**config.mk**
```make
export PLATFORM = sky130hd
export DESIGN_NAME = zigbee_tx_request_framer_flat
export DESIGN_NICKNAME = d
export VERILOG_FILES = /design/src/rtl/core/zbtf_pkg.sv /design/src/rtl/core/zbtf_msg_if.sv /design/src/rtl/core/zbtf_frame_if.sv /design/src/rtl/core/zbtf_cfg_regs.sv /design/src/rtl/core/zigbee_tx_request_framer.sv /design/src/flat_wrapper.sv
export SDC_FILE = /design/constraint.sdc
export NUM_CORES = 1
export LEC_CHECK = 0
export ABC_AREA = 0
export BUFFER_PORTS_ARGS = -buffer_cell sky130_fd_sc_hd__clkbuf_2
export CAP_MARGIN = 25
export CORE_ASPECT_RATIO = 0.75
export CORE_MARGIN = 5
export CORE_UTILIZATION = 51
export DETAILED_ROUTE_END_ITERATION = 16
export PLACE_DENSITY_LB_ADDON = 0.2
export SLEW_MARGIN = 15
export SYNTH_ARGS = -nofsm -noshare
export SYNTH_HDL_FRONTEND = slang
export SYNTH_HIERARCHICAL = 1
export SYNTH_SLANG_ARGS = --single-unit
export TNS_END_PERCENT = 10
```
**constraint.sdc**
```tcl
create_clock -name clk -period 4.4 [get_ports clk]
set_clock_uncertainty 0.1 [all_clocks]
set_input_delay 0 -clock clk [delete_from_list [all_inputs] [get_ports clk]]
set_output_delay 0 -clock clk [all_outputs]
set_load 0.03 [all_outputs]
```
**src/rtl/core/zbtf_pkg.sv**
```systemverilog
`timescale 1ns / 1ps
`default_nettype none
// ----------------------------------------------------------------------------
// zbtf_pkg
// Shared types and constants for the transmit-request framer.
// ----------------------------------------------------------------------------
package zbtf_pkg;

    localparam logic [7:0]  START_DELIM    = 8'h7E;
    localparam logic [7:0]  FRAME_TYPE_TX  = 8'h10;
    // frame type + id + 64-bit addr + 16-bit addr + radius + options
    localparam logic [15:0] FIXED_DATA_LEN = 16'd14;

    localparam int unsigned APB_ADDR_W = 6;
    localparam int unsigned APB_DATA_W = 64;

    // register index = paddr[5:3]
    localparam logic [2:0] REG_DEST_LONG  = 3'd0;
    localparam logic [2:0] REG_DEST_SHORT = 3'd1;
    localparam logic [2:0] REG_HOP_RADIUS = 3'd2;
    localparam logic [2:0] REG_TX_OPTIONS = 3'd3;
    localparam logic [2:0] REG_FRAME_ID   = 3'd4;

    localparam logic [63:0] RST_DEST_LONG  = 64'd0;
    localparam logic [15:0] RST_DEST_SHORT = 16'hFFFE;
    localparam logic [7:0]  RST_HOP_RADIUS = 8'd0;
    localparam logic [7:0]  RST_TX_OPTIONS = 8'd0;
    localparam logic [7:0]  RST_FRAME_ID   = 8'd1;

    typedef struct packed {
        logic [63:0] dest_long_address;
        logic [15:0] dest_short_address;
        logic [7:0]  hop_radius;
        logic [7:0]  tx_options;
        logic [7:0]  frame_ident;
    } cfg_t;

endpackage
`default_nettype wire

```
**src/rtl/core/zbtf_msg_if.sv**
```systemverilog
`timescale 1ns / 1ps
`default_nettype none
// ----------------------------------------------------------------------------
// zbtf_msg_if
// Message byte channel: valid/ready plus one message byte and its length.
// ----------------------------------------------------------------------------
interface zbtf_msg_if;
    logic       valid;
    logic       ready;
    logic [7:0] payload_byte;
    logic [7:0] message_length;

    modport source (output valid, output payload_byte, output message_length, input ready);
    modport sink   (input valid, input payload_byte, input message_length, output ready);
endinterface
`default_nettype wire

```
**src/rtl/core/zbtf_frame_if.sv**
```systemverilog
`timescale 1ns / 1ps
`default_nettype none
// ----------------------------------------------------------------------------
// zbtf_frame_if
// Frame byte channel: valid/ready plus one frame byte and end marker.
// ----------------------------------------------------------------------------
interface zbtf_frame_if;
    logic       valid;
    logic       ready;
    logic [7:0] frame_byte;
    logic       frame_end;

    modport source (output valid, output frame_byte, output frame_end, input ready);
    modport sink   (input valid, input frame_byte, input frame_end, output ready);
endinterface
`default_nettype wire

```
**src/rtl/core/zbtf_cfg_regs.sv**
```systemverilog
`timescale 1ns / 1ps
`default_nettype none
// ----------------------------------------------------------------------------
// zbtf_cfg_regs
// APB register file holding the header fields (addresses, radius, options, id).
// ----------------------------------------------------------------------------
module zbtf_cfg_regs
(
    input  wire logic                              clk,
    input  wire logic                              rst_n,
    input  wire logic                              psel,
    input  wire logic                              penable,
    input  wire logic                              pwrite,
    input  wire logic [zbtf_pkg::APB_ADDR_W-1:0]   paddr,
    input  wire logic [zbtf_pkg::APB_DATA_W-1:0]   pwdata,
    output logic      [zbtf_pkg::APB_DATA_W-1:0]   prdata,
    output logic                                   pready,
    output zbtf_pkg::cfg_t                         cfg
);

    zbtf_pkg::cfg_t cfg_reg;
    zbtf_pkg::cfg_t cfg_next;
    logic [2:0]     reg_idx;
    logic           wr_en;

    assign pready  = 1'b1;
    assign reg_idx = paddr[5:3];
    assign wr_en   = psel & penable & pwrite & pready;
    assign cfg     = cfg_reg;

    always_comb
    begin
        cfg_next = cfg_reg;
        if (wr_en)
        begin
            case (reg_idx)
                zbtf_pkg::REG_DEST_LONG:  cfg_next.dest_long_address  = pwdata;
                zbtf_pkg::REG_DEST_SHORT: cfg_next.dest_short_address = pwdata[15:0];
                zbtf_pkg::REG_HOP_RADIUS: cfg_next.hop_radius         = pwdata[7:0];
                zbtf_pkg::REG_TX_OPTIONS: cfg_next.tx_options         = pwdata[7:0];
                zbtf_pkg::REG_FRAME_ID:   cfg_next.frame_ident        = pwdata[7:0];
                default:                  cfg_next = cfg_reg;
            endcase
        end
    end

    always_comb
    begin
        case (reg_idx)
            zbtf_pkg::REG_DEST_LONG:  prdata = cfg_reg.dest_long_address;
            zbtf_pkg::REG_DEST_SHORT: prdata = {48'd0, cfg_reg.dest_short_address};
            zbtf_pkg::REG_HOP_RADIUS: prdata = {56'd0, cfg_reg.hop_radius};
            zbtf_pkg::REG_TX_OPTIONS: prdata = {56'd0, cfg_reg.tx_options};
            zbtf_pkg::REG_FRAME_ID:   prdata = {56'd0, cfg_reg.frame_ident};
            default:                  prdata = '0;
        endcase
    end

    always_ff @(posedge clk or negedge rst_n)
    begin
        if (!rst_n)
        begin
            cfg_reg.dest_long_address  <= zbtf_pkg::RST_DEST_LONG;
            cfg_reg.dest_short_address <= zbtf_pkg::RST_DEST_SHORT;
            cfg_reg.hop_radius         <= zbtf_pkg::RST_HOP_RADIUS;
            cfg_reg.tx_options         <= zbtf_pkg::RST_TX_OPTIONS;
            cfg_reg.frame_ident        <= zbtf_pkg::RST_FRAME_ID;
        end
        else
        begin
            cfg_reg <= cfg_next;
        end
    end

endmodule
`default_nettype wire

```
**src/rtl/core/zigbee_tx_request_framer.sv**
```systemverilog
`timescale 1ns / 1ps
`default_nettype none
// ----------------------------------------------------------------------------
// zigbee_tx_request_framer
// Serializes message bytes into API transmit-request frames with checksum.
// ----------------------------------------------------------------------------
// The block emits one frame byte per clock, while an item is held and the
// receiver is ready, through a single output register. A message byte that
// opens a frame produces the 17-byte header (0x7E, length hi/lo = 14 +
// message_length, type 0x10, frame id, 64-bit and 16-bit destination, radius,
// options) followed by the byte itself, plus the checksum on a one-byte
// message. An empty message (message_length 0 at frame start) gives header and
// checksum. A middle byte gives only itself; the closing byte gives the byte
// then the checksum = 0xFF minus the 8-bit sum of everything from the frame
// type on. The next transaction is taken in the same cycle that the current
// item's last byte moves into the output register, so a stream of middle
// bytes runs at one per clock while the receiver is ready. Header fields come
// from the APB registers (64-bit data, register i at byte address 8*i); they
// are meant to be written only while the framer is idle.
// ----------------------------------------------------------------------------
module zigbee_tx_request_framer
(
    input  wire logic                              clk,
    input  wire logic                              rst_n,
    zbtf_msg_if.sink                               msg,
    zbtf_frame_if.source                           frame,
    input  wire logic                              psel,
    input  wire logic                              penable,
    input  wire logic                              pwrite,
    input  wire logic [zbtf_pkg::APB_ADDR_W-1:0]   paddr,
    input  wire logic [zbtf_pkg::APB_DATA_W-1:0]   pwdata,
    output logic      [zbtf_pkg::APB_DATA_W-1:0]   prdata,
    output logic                                   pready
);

    // header slot positions within an item that opens a frame
    localparam logic [4:0] SLOT_DELIM    = 5'd0;
    localparam logic [4:0] SLOT_LEN_HI   = 5'd1;
    localparam logic [4:0] SLOT_LEN_LO   = 5'd2;
    localparam logic [4:0] SLOT_TYPE     = 5'd3;
    localparam logic [4:0] SLOT_ID       = 5'd4;
    localparam logic [4:0] SLOT_LONG0    = 5'd5;
    localparam logic [4:0] SLOT_LONG7    = 5'd12;
    localparam logic [4:0] SLOT_SHORT_HI = 5'd13;
    localparam logic [4:0] SLOT_SHORT_LO = 5'd14;
    localparam logic [4:0] SLOT_RADIUS   = 5'd15;
    localparam logic [4:0] SLOT_OPTIONS  = 5'd16;
    localparam logic [4:0] SLOT_BODY     = 5'd17;  // message byte (or checksum if empty)
    localparam logic [4:0] SLOT_CKSUM    = 5'd18;

    zbtf_pkg::cfg_t cfg;

    zbtf_cfg_regs u_cfg
    (
        .clk     (clk),
        .rst_n   (rst_n),
        .psel    (psel),
        .penable (penable),
        .pwrite  (pwrite),
        .paddr   (paddr),
        .pwdata  (pwdata),
        .prdata  (prdata),
        .pready  (pready),
        .cfg     (cfg)
    );

    // held input item
    logic       item_valid_reg, item_valid_next;
    logic       item_hdr_reg,   item_hdr_next;
    logic [7:0] item_pay_reg,   item_pay_next;
    logic [7:0] item_len_reg,   item_len_next;
    logic [4:0] step_reg,       step_next;

    // frame state
    logic [7:0] pos_reg, pos_next;
    logic [7:0] sum_reg, sum_next;

    // output register
    logic       out_valid_reg, out_valid_next;
    logic [7:0] out_byte_reg,  out_byte_next;
    logic       out_end_reg,   out_end_next;

    logic        out_space;
    logic        fire;
    logic        accept;
    logic        is_hdr;
    logic        at_body;
    logic        is_pay;
    logic        is_cksum;
    logic        is_last;
    logic        close_frame;
    logic        adds_sum;
    logic [7:0]  pos_inc;
    logic [7:0]  cur_byte;
    logic [7:0]  hdr_byte;
    logic [15:0] total_len;
    logic [2:0]  long_idx;
    logic [5:0]  long_sh;

    // ---- decode of the current step ----
    always_comb
    begin
        is_hdr      = item_hdr_reg && (step_reg < SLOT_BODY);
        at_body     = item_hdr_reg ? (step_reg == SLOT_BODY) : (step_reg == SLOT_DELIM);
        is_pay      = at_body && !(item_hdr_reg && (item_len_reg == 8'd0));
        is_cksum    = (at_body && item_hdr_reg && (item_len_reg == 8'd0))
                    || (item_hdr_reg ? (step_reg == SLOT_CKSUM) : (step_reg == 5'd1));
        pos_inc     = pos_reg + 8'd1;
        close_frame = (pos_inc >= item_len_reg) || (pos_inc == 8'd0);
        is_last     = is_cksum || (is_pay && !close_frame);
        adds_sum    = is_pay || (is_hdr && (step_reg >= SLOT_TYPE));
    end

    // ---- header byte select ----
    always_comb
    begin
        total_len = zbtf_pkg::FIXED_DATA_LEN + {8'd0, item_len_reg};
        long_idx  = 3'd7 - 3'(step_reg - SLOT_LONG0);
        long_sh   = {long_idx, 3'b000};
        case (step_reg)
            SLOT_DELIM:    hdr_byte = zbtf_pkg::START_DELIM;
            SLOT_LEN_HI:   hdr_byte = total_len[15:8];
            SLOT_LEN_LO:   hdr_byte = total_len[7:0];
            SLOT_TYPE:     hdr_byte = zbtf_pkg::FRAME_TYPE_TX;
            SLOT_ID:       hdr_byte = cfg.frame_ident;
            SLOT_SHORT_HI: hdr_byte = cfg.dest_short_address[15:8];
            SLOT_SHORT_LO: hdr_byte = cfg.dest_short_address[7:0];
            SLOT_RADIUS:   hdr_byte = cfg.hop_radius;
            SLOT_OPTIONS:  hdr_byte = cfg.tx_options;
            default:
            begin
                if (step_reg inside {[SLOT_LONG0:SLOT_LONG7]})
                    hdr_byte = cfg.dest_long_address[long_sh +: 8];
                else
                    hdr_byte = 8'd0;
            end
        endcase
    end

    always_comb
    begin
        if (is_hdr)
            cur_byte = hdr_byte;
        else if (is_pay)
            cur_byte = item_pay_reg;
        else
            cur_byte = 8'hFF - sum_reg;
    end

    // ---- handshakes ----
    assign out_space   = !out_valid_reg || frame.ready;
    assign fire        = item_valid_reg && out_space;
    assign msg.ready   = !item_valid_reg || (fire && is_last);
    assign accept      = msg.valid && msg.ready;

    assign frame.valid      = out_valid_reg;
    assign frame.frame_byte = out_byte_reg;
    assign frame.frame_end  = out_end_reg;

    // ---- next state ----
    always_comb
    begin
        pos_next        = pos_reg;
        sum_next        = sum_reg;
        step_next       = step_reg;
        item_valid_next = item_valid_reg;
        item_hdr_next   = item_hdr_reg;
        item_pay_next   = item_pay_reg;
        item_len_next   = item_len_reg;
        out_valid_next  = out_valid_reg && !frame.ready;
        out_byte_next   = out_byte_reg;
        out_end_next    = out_end_reg;

        if (fire)
        begin
            out_valid_next = 1'b1;
            out_byte_next  = cur_byte;
            out_end_next   = is_cksum;
            step_next      = step_reg + 5'd1;
            if (is_hdr && step_reg == SLOT_DELIM)
                sum_next = 8'd0;
            else if (adds_sum)
                sum_next = sum_reg + cur_byte;
            if (is_pay)
                pos_next = pos_inc;
            if (is_cksum)
            begin
                pos_next = 8'd0;
                sum_next = 8'd0;
            end
            if (is_last)
                item_valid_next = 1'b0;
        end

        if (accept)
        begin
            item_valid_next = 1'b1;
            item_hdr_next   = (pos_next == 8'd0);
            item_pay_next   = msg.payload_byte;
            item_len_next   = msg.message_length;
            step_next       = 5'd0;
        end
    end

    always_ff @(posedge clk or negedge rst_n)
    begin
        if (!rst_n)
        begin
            item_valid_reg <= 1'b0;
            item_hdr_reg   <= 1'b0;
            step_reg       <= 5'd0;
            pos_reg        <= 8'd0;
            sum_reg        <= 8'd0;
            out_valid_reg  <= 1'b0;
        end
        else
        begin
            item_valid_reg <= item_valid_next;
            item_hdr_reg   <= item_hdr_next;
            step_reg       <= step_next;
            pos_reg        <= pos_next;
            sum_reg        <= sum_next;
            out_valid_reg  <= out_valid_next;
        end
    end

    always_ff @(posedge clk)
    begin
        item_pay_reg <= item_pay_next;
        item_len_reg <= item_len_next;
        out_byte_reg <= out_byte_next;
        out_end_reg  <= out_end_next;
    end

    // ---- assertions ----
    // checksum always leaves the frame state cleared
    a_cksum_clears: assert property (@(posedge clk) disable iff (!rst_n)
        fire && is_cksum |=> (pos_reg == 8'd0) && (sum_reg == 8'd0))
        else $error("frame state not cleared after checksum");

    // a held item never runs past the checksum slot
    a_step_range: assert property (@(posedge clk) disable iff (!rst_n)
        item_valid_reg |-> (step_reg <= SLOT_CKSUM))
        else $error("item step out of range");

    // header and body of a frame-opening item start at position zero
    a_hdr_pos: assert property (@(posedge clk) disable iff (!rst_n)
        item_valid_reg && item_hdr_reg && (step_reg <= SLOT_BODY) |-> (pos_reg == 8'd0))
        else $error("header emitted mid-frame");

    // frame end marks only the checksum, produced by the last step of an item
    a_end_last: assert property (@(posedge clk) disable iff (!rst_n)
        fire && is_cksum |-> is_last && !is_pay && !is_hdr)
        else $error("checksum not the last byte of its item");

endmodule
`default_nettype wire

```
**src/flat_wrapper.sv**
```systemverilog
// flat-port wrapper written by rule: the top's interface ports become plain ports
module zigbee_tx_request_framer_flat 
  (clk, rst_n, psel, penable, pwrite, paddr, pwdata, prdata, pready, msg_valid, msg_payload_byte, msg_message_length, msg_ready, frame_valid, frame_frame_byte, frame_frame_end, frame_ready);
  zbtf_msg_if msg_i ();
  zbtf_frame_if frame_i ();
  input  wire logic clk;
  input  wire logic rst_n;
  input  wire logic psel;
  input  wire logic penable;
  input  wire logic pwrite;
  input  wire logic [zbtf_pkg::APB_ADDR_W-1:0] paddr;
  input  wire logic [zbtf_pkg::APB_DATA_W-1:0] pwdata;
  output logic      [zbtf_pkg::APB_DATA_W-1:0] prdata;
  output logic pready;
  input wire logic [$bits(msg_i.valid)-1:0] msg_valid;
  input wire logic [$bits(msg_i.payload_byte)-1:0] msg_payload_byte;
  input wire logic [$bits(msg_i.message_length)-1:0] msg_message_length;
  output wire logic [$bits(msg_i.ready)-1:0] msg_ready;
  output wire logic [$bits(frame_i.valid)-1:0] frame_valid;
  output wire logic [$bits(frame_i.frame_byte)-1:0] frame_frame_byte;
  output wire logic [$bits(frame_i.frame_end)-1:0] frame_frame_end;
  input wire logic [$bits(frame_i.ready)-1:0] frame_ready;
  assign msg_i.valid = msg_valid;
  assign msg_i.payload_byte = msg_payload_byte;
  assign msg_i.message_length = msg_message_length;
  assign msg_ready = msg_i.ready;
  assign frame_valid = frame_i.valid;
  assign frame_frame_byte = frame_i.frame_byte;
  assign frame_frame_end = frame_i.frame_end;
  assign frame_i.ready = frame_ready;
  zigbee_tx_request_framer u_core (.clk(clk), .rst_n(rst_n), .msg(msg_i), .frame(frame_i), .psel(psel), .penable(penable), .pwrite(pwrite), .paddr(paddr), .pwdata(pwdata), .prdata(prdata), .pready(pready));
endmodule
```
==> results.txt <==
----------------------------------------------------
[Clocking]
  Buffers from clock root to sink, at most ... 2
  Post-CTS Setup Inserts ... 0
  Total clock sinks ... ~150
  Number of CTS-inserted buffers ... 17
  Clock slew at the register clock pins of the worst setup and hold paths ... 0.06 ns
  Clock tree from TritonCTS ... yes
  Buffer type at the clock tree root ... clkbuf_16
  Clk_lat worst skew ... 0.42 ns
  H-Tree Level Count ... 4

[Floorplanning]
  Effective utilization at floorplan ... 51.7%
  Number of core rows ... 41
  DIE AREA ... 0.0197 sq mm
  Core region area ... 0.0168 sq mm
  Chip Height ... around 120 um
  Die outline width ... 161 um
  Number of placed I/O pins ... roughly 170

[Global route]
  Initial antenna violation count ... 1
  Vias in the first global route ... 7,061
  Tot GR Track Use ... roughly a quarter
  Aggregate global routing overflow ... 0
  First-pass GRT wire length ... ~40 mm
  Maximum number of pins on one net before global-route repair ... between 60 and 70

[Synth]
  Synthesized-area fraction occupied by and/or/nand/nor cells ... between 10% and 20%
  Compound-gate portion of the synthesized area ... under 10%
  Synthesized cell area ... between 0.008 and 0.009 sq mm
  Number of flops mapped to enable cells by yosys ... 25
  Sequential element share of the synthesized area ... 45.8%
  Dominant combinational cell family by area after synthesis ... multiplexers
  Avg Synthesized Cell Area ... 11.8 sq um
  Yosys warns ... 6
  FFs w/ async S/R, synth ... 83.7%
  Syn Nets ... 854
  Count of state elements after synthesis ... 153
  Post-synthesis instance total ... 737
  Share of synthesized cell area in full adder, half adder and majority cells ... 3.55%
  Distinct cell type count of the synthesized netlist ... 76
  Most used DFF post-synth ... dfrtp_1
  Post-synthesis mux area share ... 21.6%
  Post-synthesis share of cell area spent on xor and xnor gates ... 2.84%

[Setup path]
  Start of the worst register-to-register path ... u_core/step_reg[1]$_DFFE_PN0P_
  Crit path capture type ... flip-flop
  Worst endpoint data arrival time ... 4.34 ns
  Type of the worst setup path ... flip-flop to flip-flop
  R2R Setup Slk ... between 0.2 and 0.3 ns
  Depth of the worst register-to-register path ... 20
  Crit path launch type ... flip-flop
  Largest fanout on the critical path ... 14
  R2R Path End ... u_core/sum_reg[6]$_DFFE_PN0P_
  Data required, critical path ... 4.63 ns

[Outcome]
  Result of the run ... complete, no violations

[Detailed routing]
  DR WL met3 ... 1.91 mm
  Drt drc ... 0
  Per-cell via count in the routed design ... around 5.7
  First DRT Iteration DRCs ... 437
  Sum of routed wire length over all layers ... 24.5 mm
  DR pass1 iterations ... 5
  Routed vias ... 6,913
  Antenna-violating nets left ... 0
  Top routing layer in use ... met5
  WL per Instance ... 20.4 um
  Total length of routed met2 wires ... 11.5 mm
  Metal-1 WL ... 10.7 mm

[STA]
  Total count of hold-check failures in the final report ... 0
  Count of pins over their slew limit ... 0
  Final critical-path share of the clock period ... slightly above 90%
  RSZ-0062 raised after global routing ... false
  F_max ... between 200 and 250 MHz
  Remaining max-slew budget at the tightest pin ... 34.0%
  Setup-violating endpoint count in the final report ... 0
  Setup tns final ... 0 ns
  Time the worst path needs with I/O delays and setup ... 4.11 ns
  Tightest Pin Transition ... 0.988 ns
  Worst Hold Slack ... 0.0803 ns

[Layout]
  Proportion of layout cells with a drive suffix above 1 ... around two fifths
  Max FFs per register ... ~100
  Total of fill cells in the finished design ... approximately 1.2k
  Seq. cell area ... 0.00398 sq mm
  Cell Count, Final, Fillers Out ... 1,203
  Total area of multi-input combinational cells ... 0.00440 sq mm
  Area added between synthesis and finish ... 27.9%
  Final Net Count ... 1,093
  Antenna Cells ... 0

[Place]
  Routability cong. ... 0.965
  Detailed placement HPWL ... 17.5 mm
  Port Buf Inserts ... 164
  Number of cells after detailed placement ... 1,089

[Power and ir drop]
  Leak Pwr ... 0.00506 uW
  Power density relative to cell area ... 588 mW/mm^2
  Worst VDD drop ... 0.265 mV

[Run]
  Number of max-cap violations ... 0

[Hold path]
  Path class of the lowest-slack min-delay path ... input pin to asynchronous set/reset pin

----------------------------------------------------
-- placed cells by master, fill, tap and decap left out, drive strengths merged, types with 6 or more instances in the layout --
cell type / n
clkbuf: 184
mux2: 118
dfrtp: 112
dlygate4sd3: 83
and2: 52
nand2: 44
nor2: 43
o21ai: 36
edfxtp: 25
ha: 23
inv: 21
mux2i: 18
a21oi: 17
buf: 16
mux4: 16
dfstp: 16
xnor2: 13
xor2: 13
nor3: 10
nand3: 9
a21o: 8
a211oi: 8
o211ai: 7
a221o: 7
nand2b: 6
nand4: 6
or3: 6
clkinv: 6
-- per-stage QoR --
step           power [uW]  setup slack, ns  utilization (%)  instance area [sq um]
5_1_grt              6910           0.0511             66.1                  11100
3_3_place_gp         4860            0.296             57.6                   9660
6_report             6520            0.292             66.1                  11100
2_1_floorplan        4090           0.0959                -                   8680
4_1_cts              6510            0.225             66.1                  11100
3_5_place_dp         4960            0.253             57.6                   9660
-- kinds of logic (layout without fill, tap and decap cells) --
logic type / after synthesis / after routing
buffers and inverters: 63 / 314
muxes: 152 / 152
DFF: 153 / 153
xor gates and xnor gates: 26 / 26
other: 1 / 1
adders and majority gates: 24 / 24
AOI/OAI and AO/OA: 118 / 118
and+or+nand+nor: 200 / 200
-- synthesized netlist by cell type (all sizes together), types with 6 or more instances --
cell / instances / area, sq um
a21o: 8 / 60.1
a221o: 7 / 70.1
a211oi: 8 / 60.1
and2: 52 / 328
buf: 18 / 140
xor2: 13 / 133
or3: 6 / 37.5
mux2: 118 / 1330
nand4: 6 / 37.5
o21ai: 36 / 180
edfxtp: 25 / 751
nand2: 44 / 168
dfrtp: 112 / 2800
mux2i: 18 / 180
inv: 20 / 77.6
nor2: 43 / 174
a21oi: 17 / 85.1
ha: 23 / 288
xnor2: 13 / 114
nand2b: 6 / 37.5
o211ai: 7 / 52.6
nor3: 10 / 71.3
mux4: 16 / 360
nand3: 9 / 45.0
dfstp: 16 / 420
clkbuf: 24 / 90.1
-- cell type report --
cell class | instances | area share [%]
sequential | 153 | 35.8
clock inverter | 10 | 1.05
multi-input combinational | 521 | 39.7
tap | 215 | 2.43
timing repair buffer | 262 | 15.9
inverter | 21 | 0.733
clock buffer | 21 | 4.34
-- repair_timing --
| item | 4_1_cts | 5_1_grt |
|---|---|---|
| resized for setup | 0 | 5 |
| hold endpoints to repair | 199 | 0 |
| hold buffers | 83 | 0 |
| setup endpoints to repair | 0 | 1 |
-- power by group --
part / internal [uW] / switching [uW] / leakage (uW)
combinational: 1270 / 1590 / 0.00294
clock: 896 / 576 / 0.000290
sequential: 1850 / 340 / 0.00182
total: 4010 / 2500 / 0.00506
-- worst max-delay path: stages (launching register included) --
cell      delay [ns]
dfrtp_2         0.45
inv_1           0.11
ha_2            0.20
buf_4           0.14
or3b_2          0.45
a21boi_2        0.20
nand2_2         0.20
buf_4           0.23
nand2_1         0.06
o211ai_1        0.07
o21ai_0         0.16
ha_1            0.25
inv_1           0.06
fa_1            0.39
inv_1           0.07
a21o_1          0.11
a21oi_1         0.10
o21ai_0         0.21
a21oi_1         0.11
xor2_1          0.15
o21ai_0         0.16
-- worst max path at each step --
stage | startpoint | to | slack, ns | depth (start not counted)
after floorplan | u_core/step_reg[0]$_DFFE_PN0P_ | u_core/sum_reg[7]$_DFFE_PN0P_ | 0.1 | 17
after global placement | u_core/step_reg[1]$_DFFE_PN0P_ | u_core/sum_reg[7]$_DFFE_PN0P_ | 0.30 | 14
after detailed placement | u_core/step_reg[0]$_DFFE_PN0P_ | u_core/sum_reg[7]$_DFFE_PN0P_ | 0.25 | 16
after CTS | u_core/step_reg[0]$_DFFE_PN0P_ | u_core/sum_reg[7]$_DFFE_PN0P_ | 0.23 | 16
after global routing | u_core/step_reg[1]$_DFFE_PN0P_ | u_core/sum_reg[6]$_DFFE_PN0P_ | 0.05 | 20
final | u_core/step_reg[1]$_DFFE_PN0P_ | u_core/sum_reg[6]$_DFFE_PN0P_ | 0.29 | 20
-- per-layer routing --
layer | global-route usage [%] | vias up
li1 | - | 3174
met1 | 35.2 | 3406
met2 | 40.3 | 296
met3 | 7.16 | 35
met4 | 7.20 | 2
met5 | 0 | -
Power figures use the tool's default switching activity.
